**config.mk**
```make
export PLATFORM = sky130hd
export DESIGN_NAME = wav_stream_sample_extractor_core
export DESIGN_NICKNAME = d
export VERILOG_FILES = /design/src/rtl/wse_pkg.sv /design/src/rtl/wav_stream_sample_extractor_core.sv /design/src/rtl/wse_front.sv /design/src/rtl/wse_queue.sv /design/src/rtl/wse_back.sv
export SDC_FILE = /design/constraint.sdc
export NUM_CORES = 2
export LEC_CHECK = 0
export BUFFER_PORTS_ARGS = -buffer_cell sky130_fd_sc_hd__buf_2
export CORE_MARGIN = 2
export CORE_UTILIZATION = 28
export DETAILED_ROUTE_END_ITERATION = 6
export PLACE_DENSITY = 0.41
export SETUP_SLACK_MARGIN = 0.5
export SLEW_MARGIN = 30
export SYNTH_ARGS = -nofsm -noshare
export SYNTH_HDL_FRONTEND = slang
export SYNTH_HIERARCHICAL = 1
export SYNTH_SLANG_ARGS = --single-unit
export TNS_END_PERCENT = 50
```
**constraint.sdc**
```tcl
create_clock -name clk -period 13.7 [get_ports clk]
set_input_delay 3.425 -clock clk [delete_from_list [all_inputs] [get_ports clk]]
set_output_delay 3.425 -clock clk [all_outputs]
set_load 0.01 [all_outputs]
```
**src/rtl/wse_pkg.sv**
```systemverilog
`default_nettype none
// ----------------------------------------------------------------------------
// wse_pkg: shared types and codes for the WAV stream sample extractor
// Word layouts of both channels, the front-to-back queue item and event codes.
// ----------------------------------------------------------------------------
package wse_pkg;

  localparam int QUEUE_DEPTH_DEFAULT = 4;

  localparam logic [2:0] EV_SAMPLE        = 3'd0;
  localparam logic [2:0] EV_DATA_FOUND    = 3'd1;
  localparam logic [2:0] EV_BAD_SIGNATURE = 3'd2;
  localparam logic [2:0] EV_NO_DATA       = 3'd3;
  localparam logic [2:0] EV_BAD_WIDTH     = 3'd4;

  typedef struct packed {
    logic [7:0] data_byte;
    logic       first_byte;
    logic       final_byte;
  } byte_word_t;

  typedef struct packed {
    logic [2:0]         event_kind;
    logic signed [31:0] sample_value;
    logic [15:0]        channel_count;
    logic [31:0]        sample_rate;
    logic [15:0]        sample_width;
    logic [31:0]        sample_total;
  } event_word_t;

  // One classified event on its way from the parser to the back end.
  typedef struct packed {
    logic [2:0]  kind;
    logic [31:0] value;
    logic [15:0] channels;
    logic [31:0] rate;
    logic [15:0] width;
    logic [31:0] length;
  } wse_item_t;

endpackage
`default_nettype wire

```
**src/rtl/wav_stream_sample_extractor_core.sv**
```systemverilog
`default_nettype none
// ----------------------------------------------------------------------------
// wav_stream_sample_extractor_core: WAV byte stream to Q1.31 PCM samples
// Parses a RIFF/WAVE file byte by byte and emits format, sample and error
// events.
// ----------------------------------------------------------------------------
//  channel   handshake                 word            direction
//  byte      byte_valid / byte_stall   byte_word_t     into the core
//  event     event_valid / event_stall event_word_t    out of the core
//
//  Rate: one byte per cycle while the queue is not full; an event is
//  registered in a queue slot and then in the event register before it appears.
//  Each data chunk header with a nonzero divisor holds the back end in a
//  divide: the sample count is divided out one quotient bit per cycle. The
//  queue absorbs QUEUE_DEPTH events meanwhile, then byte_stall rises until the back end pops again.
//  Reset: synchronous, active high; the parser then expects the RIFF tag.
//  Stalls: event_stall holds the event register and backs up the queue;
//  byte_stall is high only while the queue is full.
// ----------------------------------------------------------------------------
module wav_stream_sample_extractor_core
  import wse_pkg::*;
#(
  parameter int QUEUE_DEPTH = QUEUE_DEPTH_DEFAULT
) (
  input  logic        clk,
  input  logic        rst,
  input  logic        byte_valid,
  output logic        byte_stall,
  input  byte_word_t  byte_word,
  output logic        event_valid,
  input  logic        event_stall,
  output event_word_t event_word
);

  // Parser to queue.
  logic      push;
  wse_item_t push_item;
  logic      queue_full;

  // Queue to back end.
  wse_item_t head;
  logic      queue_empty;
  logic      pop;

  // Front: accept one byte per cycle unless the queue is full; classify it.
  wse_front u_front (
    .clk        (clk),
    .rst        (rst),
    .byte_valid (byte_valid),
    .byte_stall (byte_stall),
    .byte_word  (byte_word),
    .push       (push),
    .push_item  (push_item),
    .queue_full (queue_full)
  );

  // Queue: decouple parsing from the divide and from output stalls.
  wse_queue #(
    .DEPTH (QUEUE_DEPTH)
  ) u_queue (
    .clk       (clk),
    .rst       (rst),
    .push      (push),
    .push_item (push_item),
    .pop       (pop),
    .head      (head),
    .full      (queue_full),
    .empty     (queue_empty)
  );

  // Back: attach the sample count and hold the event until it is taken.
  wse_back u_back (
    .clk         (clk),
    .rst         (rst),
    .head        (head),
    .queue_empty (queue_empty),
    .pop         (pop),
    .event_valid (event_valid),
    .event_stall (event_stall),
    .event_word  (event_word)
  );

endmodule
`default_nettype wire

```
**src/rtl/wse_front.sv**
```systemverilog
`default_nettype none
// ----------------------------------------------------------------------------
// wse_front: RIFF/WAVE byte parser
// Walks tags, chunk headers and the fmt body one byte per cycle while the
// queue has room; assembles PCM samples and pushes classified events.
// ----------------------------------------------------------------------------
module wse_front
  import wse_pkg::*;
(
  input  logic       clk,
  input  logic       rst,
  input  logic       byte_valid,
  output logic       byte_stall,
  input  byte_word_t byte_word,
  output logic       push,
  output wse_item_t  push_item,
  input  logic       queue_full
);

  localparam logic [31:0] TAG_RIFF     = 32'h5249_4646;
  localparam logic [31:0] TAG_WAVE     = 32'h5741_5645;
  localparam logic [31:0] TAG_FMT      = 32'h666D_7420;
  localparam logic [31:0] TAG_DATA     = 32'h6461_7461;
  localparam logic [31:0] FMT_BODY_LEN = 32'd16;

  typedef enum logic [8:0] {
    PH_RIFF    = 9'b0_0000_0001,
    PH_RSIZE   = 9'b0_0000_0010,
    PH_WAVE    = 9'b0_0000_0100,
    PH_CID     = 9'b0_0000_1000,
    PH_CSIZE   = 9'b0_0001_0000,
    PH_FMT     = 9'b0_0010_0000,
    PH_SKIP    = 9'b0_0100_0000,
    PH_SAMPLES = 9'b0_1000_0000,
    PH_IDLE    = 9'b1_0000_0000
  } phase_t;

  phase_t      phase, phase_next, cur_phase;
  logic [3:0]  field_byte_index, field_byte_index_next, cur_idx;
  logic [31:0] tag_shift, tag_shift_next, cur_tag;
  logic [31:0] chunk_length, chunk_length_next, cur_length;
  logic [31:0] skip_remaining, skip_remaining_next, cur_rem;
  logic [31:0] assembly_word, assembly_word_next, cur_asm;
  logic [15:0] kept_channels, kept_channels_next, cur_channels;
  logic [31:0] kept_rate, kept_rate_next, cur_rate;
  logic [15:0] kept_width, kept_width_next, cur_width;

  logic        accept;
  logic        emit;
  logic [2:0]  emit_kind;
  logic [31:0] emit_value;
  logic [31:0] emit_length;

  function automatic logic [31:0] to_q31(input logic [31:0] w, input logic [15:0] width);
    logic [31:0] q;
    q = w;
    if (width == 16'd8) begin
      q = {~w[7], w[6:0], 24'd0};
    end else if (width == 16'd16) begin
      q = {w[15:0], 16'd0};
    end else if (width == 16'd24) begin
      q = {w[23:0], 8'd0};
    end
    return q;
  endfunction

  assign accept     = byte_valid && !queue_full;
  assign byte_stall = queue_full;

  // A first byte restarts the parser before the byte itself is parsed.
  assign cur_phase    = byte_word.first_byte ? PH_RIFF : phase;
  assign cur_idx      = byte_word.first_byte ? 4'd0    : field_byte_index;
  assign cur_tag      = byte_word.first_byte ? 32'd0   : tag_shift;
  assign cur_length   = byte_word.first_byte ? 32'd0   : chunk_length;
  assign cur_rem      = byte_word.first_byte ? 32'd0   : skip_remaining;
  assign cur_asm      = byte_word.first_byte ? 32'd0   : assembly_word;
  assign cur_channels = byte_word.first_byte ? 16'd0   : kept_channels;
  assign cur_rate     = byte_word.first_byte ? 32'd0   : kept_rate;
  assign cur_width    = byte_word.first_byte ? 16'd0   : kept_width;

  always_comb begin
    logic [31:0] tag_acc;
    logic [31:0] len_acc;
    logic [31:0] asm_acc;
    logic [31:0] rem_dec;
    logic [31:0] fmt_skip;
    logic [3:0]  idx_inc;
    logic [2:0]  bps;
    logic        width_ok;

    tag_acc = {cur_tag[23:0], byte_word.data_byte};
    len_acc = cur_length;
    len_acc[8*cur_idx[1:0] +: 8] = byte_word.data_byte;
    asm_acc = cur_asm;
    asm_acc[8*cur_idx[1:0] +: 8] = byte_word.data_byte;
    rem_dec  = cur_rem - 32'd1;
    fmt_skip = (cur_length > FMT_BODY_LEN) ? (cur_length - FMT_BODY_LEN) : 32'd0;
    idx_inc  = cur_idx + 4'd1;
    bps      = cur_width[5:3];
    width_ok = (cur_width == 16'd8) || (cur_width == 16'd16) ||
               (cur_width == 16'd24) || (cur_width == 16'd32);

    phase_next            = cur_phase;
    field_byte_index_next = cur_idx;
    tag_shift_next        = cur_tag;
    chunk_length_next     = cur_length;
    skip_remaining_next   = cur_rem;
    assembly_word_next    = cur_asm;
    kept_channels_next    = cur_channels;
    kept_rate_next        = cur_rate;
    kept_width_next       = cur_width;
    emit        = 1'b0;
    emit_kind   = EV_SAMPLE;
    emit_value  = 32'd0;
    emit_length = 32'd0;

    unique case (cur_phase)
      PH_RIFF, PH_WAVE: begin
        tag_shift_next        = tag_acc;
        field_byte_index_next = idx_inc;
        if (cur_idx == 4'd3) begin
          field_byte_index_next = 4'd0;
          if (tag_acc != ((cur_phase == PH_RIFF) ? TAG_RIFF : TAG_WAVE)) begin
            emit       = 1'b1;
            emit_kind  = EV_BAD_SIGNATURE;
            phase_next = PH_IDLE;
          end else begin
            phase_next = (cur_phase == PH_RIFF) ? PH_RSIZE : PH_CID;
          end
        end
      end
      PH_RSIZE: begin
        field_byte_index_next = idx_inc;
        if (cur_idx == 4'd3) begin
          field_byte_index_next = 4'd0;
          phase_next            = PH_WAVE;
        end
      end
      PH_CID: begin
        tag_shift_next        = tag_acc;
        field_byte_index_next = idx_inc;
        if (cur_idx == 4'd3) begin
          field_byte_index_next = 4'd0;
          chunk_length_next     = 32'd0;
          phase_next            = PH_CSIZE;
        end
      end
      PH_CSIZE: begin
        chunk_length_next     = len_acc;
        field_byte_index_next = idx_inc;
        if (cur_idx == 4'd3) begin
          field_byte_index_next = 4'd0;
          if (cur_tag == TAG_FMT) begin
            phase_next = PH_FMT;
          end else if (cur_tag == TAG_DATA) begin
            emit        = 1'b1;
            emit_length = len_acc;
            phase_next  = PH_IDLE;
            if (width_ok) begin
              // Count down data bytes; a sample needs bps of them.
              emit_kind           = EV_DATA_FOUND;
              skip_remaining_next = len_acc;
              assembly_word_next  = 32'd0;
              if (len_acc >= {29'd0, bps}) begin
                phase_next = PH_SAMPLES;
              end
            end else begin
              emit_kind = EV_BAD_WIDTH;
            end
          end else begin
            skip_remaining_next = len_acc;
            phase_next          = (len_acc != 32'd0) ? PH_SKIP : PH_CID;
          end
        end
      end
      PH_FMT: begin
        unique case (cur_idx)
          4'd2:    kept_channels_next       = {8'd0, byte_word.data_byte};
          4'd3:    kept_channels_next[15:8] = byte_word.data_byte;
          4'd4:    kept_rate_next           = {24'd0, byte_word.data_byte};
          4'd5:    kept_rate_next[15:8]     = byte_word.data_byte;
          4'd6:    kept_rate_next[23:16]    = byte_word.data_byte;
          4'd7:    kept_rate_next[31:24]    = byte_word.data_byte;
          4'd14:   kept_width_next          = {8'd0, byte_word.data_byte};
          4'd15:   kept_width_next[15:8]    = byte_word.data_byte;
          default: kept_width_next          = cur_width;
        endcase
        field_byte_index_next = idx_inc;
        if (cur_idx == 4'd15) begin
          field_byte_index_next = 4'd0;
          skip_remaining_next   = fmt_skip;
          phase_next            = (fmt_skip != 32'd0) ? PH_SKIP : PH_CID;
        end
      end
      PH_SKIP: begin
        skip_remaining_next = (cur_rem != 32'd0) ? rem_dec : cur_rem;
        if (skip_remaining_next == 32'd0) begin
          phase_next = PH_CID;
        end
      end
      PH_SAMPLES: begin
        skip_remaining_next = rem_dec;
        if (idx_inc[2:0] == bps) begin
          emit                  = 1'b1;
          emit_kind             = EV_SAMPLE;
          emit_value            = to_q31(asm_acc, cur_width);
          emit_length           = cur_length;
          field_byte_index_next = 4'd0;
          assembly_word_next    = 32'd0;
          if (rem_dec < {29'd0, bps}) begin
            phase_next = PH_IDLE;
          end
        end else begin
          field_byte_index_next = idx_inc;
          assembly_word_next    = asm_acc;
        end
      end
      default: begin
        phase_next = cur_phase;
      end
    endcase

    // End of file before the data header completed.
    if (byte_word.final_byte) begin
      if (!emit && (phase_next == PH_RIFF || phase_next == PH_RSIZE ||
                    phase_next == PH_WAVE || phase_next == PH_CID ||
                    phase_next == PH_CSIZE || phase_next == PH_FMT ||
                    phase_next == PH_SKIP)) begin
        emit        = 1'b1;
        emit_kind   = EV_NO_DATA;
        emit_value  = 32'd0;
        emit_length = 32'd0;
      end
      phase_next = PH_IDLE;
    end
  end

  assign push               = accept && emit;
  assign push_item.kind     = emit_kind;
  assign push_item.value    = emit_value;
  assign push_item.channels = kept_channels_next;
  assign push_item.rate     = kept_rate_next;
  assign push_item.width    = kept_width_next;
  assign push_item.length   = emit_length;

  always_ff @(posedge clk) begin
    if (rst) begin
      phase            <= PH_RIFF;
      field_byte_index <= 4'd0;
      tag_shift        <= 32'd0;
      chunk_length     <= 32'd0;
      skip_remaining   <= 32'd0;
      assembly_word    <= 32'd0;
      kept_channels    <= 16'd0;
      kept_rate        <= 32'd0;
      kept_width       <= 16'd0;
    end else if (accept) begin
      phase            <= phase_next;
      field_byte_index <= field_byte_index_next;
      tag_shift        <= tag_shift_next;
      chunk_length     <= chunk_length_next;
      skip_remaining   <= skip_remaining_next;
      assembly_word    <= assembly_word_next;
      kept_channels    <= kept_channels_next;
      kept_rate        <= kept_rate_next;
      kept_width       <= kept_width_next;
    end
  end

  a_skip_nonzero: assert property (@(posedge clk) disable iff (rst)
    phase == PH_SKIP |-> skip_remaining != 32'd0)
    else $error("skip phase with no bytes left");

  a_samples_cover: assert property (@(posedge clk) disable iff (rst)
    phase == PH_SAMPLES |->
      ({1'b0, skip_remaining} + {29'd0, field_byte_index}) >= {30'd0, kept_width[5:3]})
    else $error("sample phase without a full sample left");

endmodule
`default_nettype wire

```
**src/rtl/wse_queue.sv**
```systemverilog
`default_nettype none
// ----------------------------------------------------------------------------
// wse_queue: event queue between parser and back end
// Small register FIFO; lets the parser run while the back end divides.
// ----------------------------------------------------------------------------
module wse_queue
  import wse_pkg::*;
#(
  parameter int DEPTH = QUEUE_DEPTH_DEFAULT
) (
  input  logic      clk,
  input  logic      rst,
  input  logic      push,
  input  wse_item_t push_item,
  input  logic      pop,
  output wse_item_t head,
  output logic      full,
  output logic      empty
);

  localparam int PtrW = (DEPTH > 1) ? $clog2(DEPTH) : 1;
  localparam int CntW = $clog2(DEPTH + 1);

  wse_item_t      slots [DEPTH];
  logic [PtrW-1:0] wr_ptr, rd_ptr;
  logic [CntW-1:0] count;

  assign full  = (count == CntW'(DEPTH));
  assign empty = (count == '0);
  assign head  = slots[rd_ptr];

  always_ff @(posedge clk) begin
    if (push) begin
      slots[wr_ptr] <= push_item;
    end
  end

  always_ff @(posedge clk) begin
    if (rst) begin
      wr_ptr <= '0;
      rd_ptr <= '0;
      count  <= '0;
    end else begin
      if (push) begin
        wr_ptr <= (wr_ptr == PtrW'(DEPTH - 1)) ? '0 : wr_ptr + 1'b1;
      end
      if (pop) begin
        rd_ptr <= (rd_ptr == PtrW'(DEPTH - 1)) ? '0 : rd_ptr + 1'b1;
      end
      if (push && !pop) begin
        count <= count + 1'b1;
      end else if (pop && !push) begin
        count <= count - 1'b1;
      end
    end
  end

  a_count_up: assert property (@(posedge clk) disable iff (rst)
    push && !pop |=> count == CntW'($past(count) + 1'b1))
    else $error("queue count did not advance on push");

endmodule
`default_nettype wire

```
**src/rtl/wse_back.sv**
```systemverilog
`default_nettype none
// ----------------------------------------------------------------------------
// wse_back: event back end
// Computes the sample count with a bit-serial divider and drives the
// registered event channel.
// ----------------------------------------------------------------------------
module wse_back
  import wse_pkg::*;
(
  input  logic        clk,
  input  logic        rst,
  input  wse_item_t   head,
  input  logic        queue_empty,
  output logic        pop,
  output logic        event_valid,
  input  logic        event_stall,
  output event_word_t event_word
);

  typedef enum logic [2:0] {
    BK_RUN = 3'b001,
    BK_DIV = 3'b010,
    BK_FIN = 3'b100
  } back_state_t;

  back_state_t state, state_next;
  wse_item_t   hold;
  logic [31:0] quot;
  logic [12:0] rem;
  logic [4:0]  step;
  logic [31:0] total_held;

  logic        out_free;
  logic        head_div;
  logic [12:0] head_divisor;
  logic        start;
  logic        load;
  event_word_t load_word;
  logic [13:0] trial;
  logic        trial_ge;
  logic [12:0] rem_next;
  logic [31:0] quot_next;

  assign out_free     = !event_valid || !event_stall;
  assign head_div     = (head.kind == EV_DATA_FOUND) || (head.kind == EV_BAD_WIDTH);
  assign head_divisor = head.width[15:3];

  // One quotient bit per cycle.
  assign trial     = {rem, quot[31]};
  assign trial_ge  = trial >= {1'b0, hold.width[15:3]};
  assign rem_next  = trial_ge ? 13'(trial - {1'b0, hold.width[15:3]}) : trial[12:0];
  assign quot_next = {quot[30:0], trial_ge};

  always_comb begin
    state_next = state;
    pop        = 1'b0;
    start      = 1'b0;
    load       = 1'b0;
    load_word  = '0;
    unique case (state)
      BK_RUN: begin
        if (!queue_empty) begin
          if (head_div && head_divisor != 13'd0) begin
            pop        = 1'b1;
            start      = 1'b1;
            state_next = BK_DIV;
          end else if (out_free) begin
            pop                     = 1'b1;
            load                    = 1'b1;
            load_word.event_kind    = head.kind;
            load_word.sample_value  = $signed(head.value);
            load_word.channel_count = head.channels;
            load_word.sample_rate   = head.rate;
            load_word.sample_width  = head.width;
            load_word.sample_total  = (head.kind == EV_SAMPLE) ? total_held : 32'd0;
          end
        end
      end
      BK_DIV: begin
        if (step == 5'd31) begin
          state_next = BK_FIN;
        end
      end
      BK_FIN: begin
        if (out_free) begin
          load                    = 1'b1;
          load_word.event_kind    = hold.kind;
          load_word.sample_value  = $signed(hold.value);
          load_word.channel_count = hold.channels;
          load_word.sample_rate   = hold.rate;
          load_word.sample_width  = hold.width;
          load_word.sample_total  = total_held;
          state_next              = BK_RUN;
        end
      end
      default: begin
        state_next = BK_RUN;
      end
    endcase
  end

  always_ff @(posedge clk) begin
    if (start) begin
      hold <= head;
      quot <= head.length;
      rem  <= 13'd0;
    end else if (state == BK_DIV) begin
      quot <= quot_next;
      rem  <= rem_next;
    end
  end

  always_ff @(posedge clk) begin
    if (rst) begin
      state       <= BK_RUN;
      step        <= 5'd0;
      total_held  <= 32'd0;
      event_valid <= 1'b0;
    end else begin
      state <= state_next;
      if (start) begin
        step <= 5'd0;
      end else if (state == BK_DIV) begin
        step <= step + 5'd1;
        if (step == 5'd31) begin
          total_held <= quot_next;
        end
      end
      // Zero divisor: the count is zero.
      if (state == BK_RUN && pop && !start && head_div) begin
        total_held <= 32'd0;
      end
      if (load) begin
        event_valid <= 1'b1;
      end else if (!event_stall) begin
        event_valid <= 1'b0;
      end
    end
  end

  always_ff @(posedge clk) begin
    if (load) begin
      event_word <= load_word;
    end
  end

  a_pop_nonempty: assert property (@(posedge clk) disable iff (rst)
    pop |-> !queue_empty)
    else $error("pop from empty queue");

  a_div_nonzero: assert property (@(posedge clk) disable iff (rst)
    state == BK_DIV |-> hold.width[15:3] != 13'd0)
    else $error("divide with zero divisor");

  a_error_zero: assert property (@(posedge clk) disable iff (rst)
    event_valid && (event_word.event_kind == EV_BAD_SIGNATURE ||
                    event_word.event_kind == EV_NO_DATA)
      |-> event_word.sample_total == 32'd0 && event_word.sample_value == 32'sd0)
    else $error("error event carries a nonzero value or count");

endmodule
`default_nettype wire

```
; ---- Word-level counts from Yosys, hierarchy flattened
; Memories as Yosys holds them, arrays and structs flattened. A register that Yosys moved wholly into a read port is not among the register bits.
; Index checks and enable logic that the tools add are counted.
[classes]
n_shift = 2
bitwise_logic = 2
n_eq_ne = 45
reduce_logical = 43
magnitude_cmp = 4
muxes = 128
addsub = 10
[op_table]
columns = operator, n
row1 = $mux 32, 36
row2 = $mux 131, 4
row3 = $pmux 131 s2, 1
row4 = $pmux 32 s2, 3
row5 = $mux 9, 15
row6 = $pmux 32 s4, 1
row7 = $reduce_bool 32->1, 3
row8 = $pmux 8 s2, 5
row9 = $bwmux 32, 2
row10 = $eq 32x31->1 const B, 2
row11 = $mux 16, 4
row12 = $pmux 9 s7, 1
row13 = $mux 3, 13
row14 = $neg 5->34, 1
row15 = $shift 8x34->32 const A, 1
row16 = $shiftx 8x34->32, 1
row17 = $eq 16x5->1 const B, 2
row18 = $ge 32x3->1, 1
row19 = $gt 32x5->1 const B, 1
row20 = $logic_not 32->1, 1
row21 = $lt 32x3->1, 1
row22 = $ne 32x32->1, 1
row23 = $sub 32x1->32 const B, 1
row24 = $sub 32x5->32 const B, 1
row25 = 52 further kinds, 132
[totals]
input_bits = 14
reg_bits = 528
mem_count = 1
elab_cells = 264
out_inout_bits = 133
ram_bits = 524
[mem_list]
columns = name, depth, word_bits, read_ports, rd_clocked_by_memory_dff, wr, line
row1 = u_queue.slots, 4, 131, 1, 1, 1, wse_queue.sv:24  ; wse_item_t slots [DEPTH];

; ---- Depth between registers and ports, before layout
[depth]
ltp_word = 26
ltp_mapped = 29
ltp_nobuf = 22

; ---- Cells and area by module
; The synthesis kept the hierarchy.
[by_module_without_submodules]
columns = mod, cells_per_inst, n_inst, seq_area_each_um2, area_per_inst_um2
row1 = wse_queue, 729, 1, 15915.3, 19349.8
row2 = wse_front, 2196, 1, 4103.9, 15039.4
row3 = wse_back, 813, 1, 8948.6, 12509.5

; ---- Least setup slack after synthesis
; OpenSTA, ideal clock, no wires.
[synth_path]
kind = input -> register
startpoint = input port byte_word[1] (netlist name)
endpoint = memory u_queue/slots[0][0] (netlist name) (enable)
path_buffers = 9
setup_slack_ns = 1.743
arrival_ns = 11.452
required_ns = 13.195
stages = 24
setup_time_ns = 0.505
cell_sequence = clkbuf_1 inv_1 clkbuf_1 buf_1 clkbuf_1 clkbuf_1 clkbuf_1 clkbuf_1 buf_1 nand2_1 ha_1 clkbuf_1 inv_1 a21oi_1 o221ai_1 nor4b_1 nand4_1 nor4_2 o21ai_1 a2111o_1 nor3_2 a22oi_1 o211ai_1 and2_1
[synth_via]
elab_chain_len = 24
word_cells_on_any_way = 89
cone_classes = add/sub: 4 / order compare: 3 / eq/ne: 25 / shift: 2 / mux: 38 / reduce/logical: 17
[synth_rtl]
columns = element, line
row1 = start: declaration, wav_stream_sample_extractor_core.sv:29  ; input byte_word_t byte_word,
row2 = $mux 4, wse_front.sv:72  ; assign cur_idx = byte_word.first_byte ? 4'd0 : field_byte_index;
row3 = $neg 5->34, wse_front.sv:93  ; len_acc[8*cur_idx[1:0] +: 8] = byte_word.data_byte;
row4 = $shiftx 8x34->32 or $shift 8x34->32 (tied branches), wse_front.sv:93
row5 = $bwmux 32, wse_front.sv:93
row6 = $ge 32x3->1, wse_front.sv:164  ; if (len_acc >= {29'd0, bps}) begin
row7 = $mux 9, wse_front.sv:164
row8 = $mux 9, wse_front.sv:159  ; if (width_ok) begin
row9 = $mux 9, wse_front.sv:155  ; end else if (cur_tag == TAG_DATA) begin
row10 = (+8 left out), -
row11 = $logic_or 1x1->1 (2 in series), wse_front.sv:227  ; phase_next == PH_CSIZE || phase_next == PH_FMT ||
row12 = $logic_and 1x1->1, wse_front.sv:225  ; if (!emit && (phase_next == PH_RIFF || phase_next == PH_RSIZE ||
row13 = $mux 1, wse_front.sv:225
row14 = $mux 1 (*), wse_front.sv:224  ; if (byte_word.final_byte) begin
row15 = $logic_and 1x1->1 (*), wse_front.sv:238  ; assign push = accept && emit;
row16 = named net push, wav_stream_sample_extractor_core.sv:36  ; logic push;
row17 = $mux 1 (*), wse_queue.sv:33  ; if (push) begin
row18 = $mux 1 (implied by the code) (*), wse_queue.sv:34  ; slots[wr_ptr] <= push_item;
row19 = end: declaration, wse_queue.sv:24
; The timed path passes the listed nets; every way through them passes the cells marked *.

; ---- Worst setup path after layout
[layout_path]
startpoint = input port byte_word[1] (netlist name)
endpoint = memory u_queue/slots[0][56] (netlist name) (enable)
; The elaborated chain is that of the path after synthesis.

==> impl_summary.txt <==
----------------------------------------------------
[Status]
  Status ... finished clean

[Clocking]
  Sink count of the clock tree ... approximately 1100
  TritonCTS clock tree ... yes
  Number of buffers added to fix hold violations after cts ... 0
  Root cell of the clock tree ... clkbuf_16
  Total of cells resized after clock tree synthesis ... 0
  Clock insertion delay at the later pin of the skew report ... between 700 and 800 ps
  Post-CTS Setup Bufs ... 0
  Clock transition at the registers of the reported paths ... 60 ps
  Htree depth ... 3
  Maximum root-to-sink buffer count ... 3
  Number of buffers inserted during clock tree synthesis ... 117

[Routing]
  Routed WL per cell ... 24.0 µm
  Router iterations before antenna repair ... 6
  Post-Route WL ... approximately 150000 µm
  Routed length on met1 ... 66800 µm
  Top sig layer ... met5
  Number of nets still failing antenna checks after routing ... 0
  DRC Markers ... 0
  Routed wire length on met2 ... 67600 µm
  First-iteration detailed-routing DRC count ... 2824
  Routed via count ... 31600
  Mean number of vias per cell ... 5.19
  Total met3 wirelength after detailed routing ... 7400 µm

[Cells and area]
  Leading cell type in the layout, fill and taps excluded ... edfxtp_1
  Antenna diode count ... 0
  Share of cells above drive strength 1 ... 0.158
  Layout Cell Area excl Fill ... between 50000 and 60000 µm²
  Highest-count cells in the layout ignoring fill and taps ... edfxtp_1 (786), nand2_1 (449), dfxtp_1 (266), a21oi_1 (263), nor2_1 (262)
  Net count of the finished layout ... 3841
  Growth of design area from synthesis to finish ... 14.4%

[Synth]
  Post-synthesis cell type with the largest combined area ... edfxtp_1
  Syn. warnings ... 6
  Flops & latches, synth ... 1054
  EDFF count, synth ... about 790
  Async SR Flop Fraction ... 0
  Synthesized area per cell ... 12.5 µm²
  Prevailing post-synth register cell ... edfxtp_1
  Synth area leaders ... edfxtp_1 (50%), dfxtp_1 (11%), mux4_2 (6.3%)
  Gate Count Post-Synth ... ~3700
  Synthesized Nets ... 3790
  Post-synthesis cell area ... 46900 µm²
  Yosys cell types ... 106
  Share of the yosys chip area belonging to registers ... 0.618
  Top cell type's share of synthesized area ... 0.503

[Critical path]
  Signal arrival time at the worst endpoint ... 10520 ps
  Buf+Inv Stages, Crit Path ... 6
  Worst Setup Start Kind ... input port
  Max Fanout on Critical Path ... 36
  Longest individual stage delay on the worst path ... 660 ps
  Critical path's most frequent cell ... buf_4
  Critical setup path kind ... in -> reg
  Critical Path Sink Type ... register
  Required time at the endpoint of the critical path ... 14080 ps
  Worst-path cell with the longest stage delay ... or4b_2
  Kind of cell adding the most delay to the critical path ... simple AND/OR/NAND/NOR gates
  Ordered list of cells on the worst path ... buf_4 -> clkinv_2 -> nand2_1 -> ha_1 -> buf_4 -> or4b_2 -> nor4_2 -> a21oi_1 -> a211oi_1 -> nand4bb_1 -> nor4_1 -> a21oi_1 -> a2111o_1 -> nor3_1 -> o2111ai_1 -> o211ai_1 -> clkbuf_4 -> and2_4 -> buf_12 -> buf_4

[Pwr]
  P_leak ... 17.4 nW
  Power per Cell Area ... 184 nW/µm²
  Max VDD drop ... around 140 µV

[Global route]
  Via count of the first global-routing pass ... about 31000
  Number of antenna violations at the first check in global routing ... 7
  Maximum number of pins on one net before global-route repair ... 151
  Aggregate global routing overflow ... 0
  Global-route wire length before repair ... 216000 µm
  Overall track demand over capacity in global routing ... 0.168

[Timing]
  Post-Route Skew ... 34.6 ps
  Total of endpoints with negative setup slack in the final report ... 0
  Total Negative Setup Slacks ... 0 ps
  Maximum clock rate ... a little under 100 MHz
  Transition time of the tightest slew-check pin ... 1080 ps
  Unrepaired setup endpoints after global routing ... false
  Pins Over Slew Limit ... 0
  Fraction of the cycle the final worst path needs ... 0.740
  Number of hold violations in the final report ... 0
  Shortest clock period the worst path allows after layout ... 10140 ps
  Worst relative slew slack ... 0.283

[Hold path]
  Type of the most critical hold path ... reg -> reg

[Die]
  Floorplan die height ... roughly 410 µm
  Number of I/O pins ... 147
  Die Area ... 171000 µm²
  Area of the placeable core ... around 170000 µm²
  Horiz. Die Dim ... 413 µm
  Initial standard-cell utilization of the core ... 0.281
  Number of rows in the core area ... 150

[Run]
  Number of maximum-capacitance violations ... 0

[Placement]
  Cell Area, Placed ... roughly 50000 µm²
  Count of buffers from port buffering ... 146
  RD Place Congestion ... a little over 0.9
  Half-perimeter wire length after detailed placement ... approximately 96000 µm

----------------------------------------------------
## cell type report
class / count / area, µm²
Multi-Input combinational cell: 2350 / 16400
Timing Repair Buffer: 218 / 1420
Fill cell: 16600 / 113000
Clock inverter: 73 / 875
Tap cell: 2204 / 2760
Clock buffer: 150 / 3100
Inverter: 48 / 184
Sequential cell: 1054 / 29000
## cell families after synthesis
| logic type | share of synthesized area |
|---|---|
| flip-flops | 0.618 |
| XOR/XNOR | 0.00784 |
| AND/OR/NAND/NOR | 0.120 |
| multiplexers | 0.0765 |
| adder cells (fa/ha/maj) | 0.0105 |
| AO/OA/AOI/OAI | 0.132 |
| buffers and inverters | 0.0353 |
## sequential cells by signal, indices dropped and copies added (netlist names), 9 cells and up, named ones only
register and cells:
u_back/event_word 131, u_back/hold 99, u_back/quot 32, u_back/rem 13
u_back/total_held 32, u_front/assembly_word 32, u_front/chunk_length 32, u_front/kept_channels 16
u_front/kept_rate 32, u_front/kept_width 16, u_front/phase 9, u_front/skip_remaining 32
u_front/tag_shift 32, u_queue/slots 524
## cell usage after synthesis (31+ instances only)
library cell	number
nor3_1	73
nand4_1	31
dfxtp_1	268
edfxtp_1	786
inv_1	47
o21ai_0	153
mux4_2	131
and2_1	53
nor4_1	42
clkbuf_1	202
nor2_1	267
a211oi_1	46
nand3_1	55
nand2_1	449
a22oi_1	62
nor2b_1	34
a22o_1	160
nand2b_1	31
ha_1	36
a21oi_1	265
## through the flow
stage	total power [W]	hold slack, ps	setup WS [ps]	std cells	util
after floorplan	0.00602	430	1740	3738	-
after global placement	0.00677	441	2430	5870	0.297
after detailed placement	0.00677	443	2480	5872	0.298
after CTS	0.0101	451	3280	6095	0.321
after global routing	0.0104	469	3150	6097	0.322
final	0.00987	447	3560	6097	0.322
## metal layers
layer  GRT usage  up-vias
li1            -    14400
met1       0.235    16100
met2       0.265      914
met3      0.0252      232
met4      0.0598       10
met5           0        -
## path summary, 6_finish.rpt
| check | to | slack (ps) | cells past startpoint | start |
|---|---|---|---|---|
| worst max-delay path | u_queue/slots[0][56]$_DFFE_PP_ | 3560 | 20 | byte_word[1] |
| worst min-delay path | u_back/total_held[24]$_SDFFE_PP0P_ | 450 | 2 | u_back/total_held[24]$_SDFFE_PP0P_ |
| worst max register to register | u_queue/slots[0][56]$_DFFE_PP_ | 6810 | 19 | u_front/field_byte_index[0]$_SDFFE_PP0P_ |
| worst min register to register | u_back/total_held[24]$_SDFFE_PP0P_ | 450 | 2 | u_back/total_held[24]$_SDFFE_PP0P_ |
## report_power, final
part | switching (W) | internal, W
Clock | 0.00134 | 0.00189
Combinational | 0.00151 | 0.000846
Sequential | 0.000187 | 0.00409
## worst min-delay path, cell delays in order, from the launching register on
cell	delay [ps]
dfxtp_1	300
nand2_1	50
a21oi_1	50
Power figures use the tool's default switching activity.
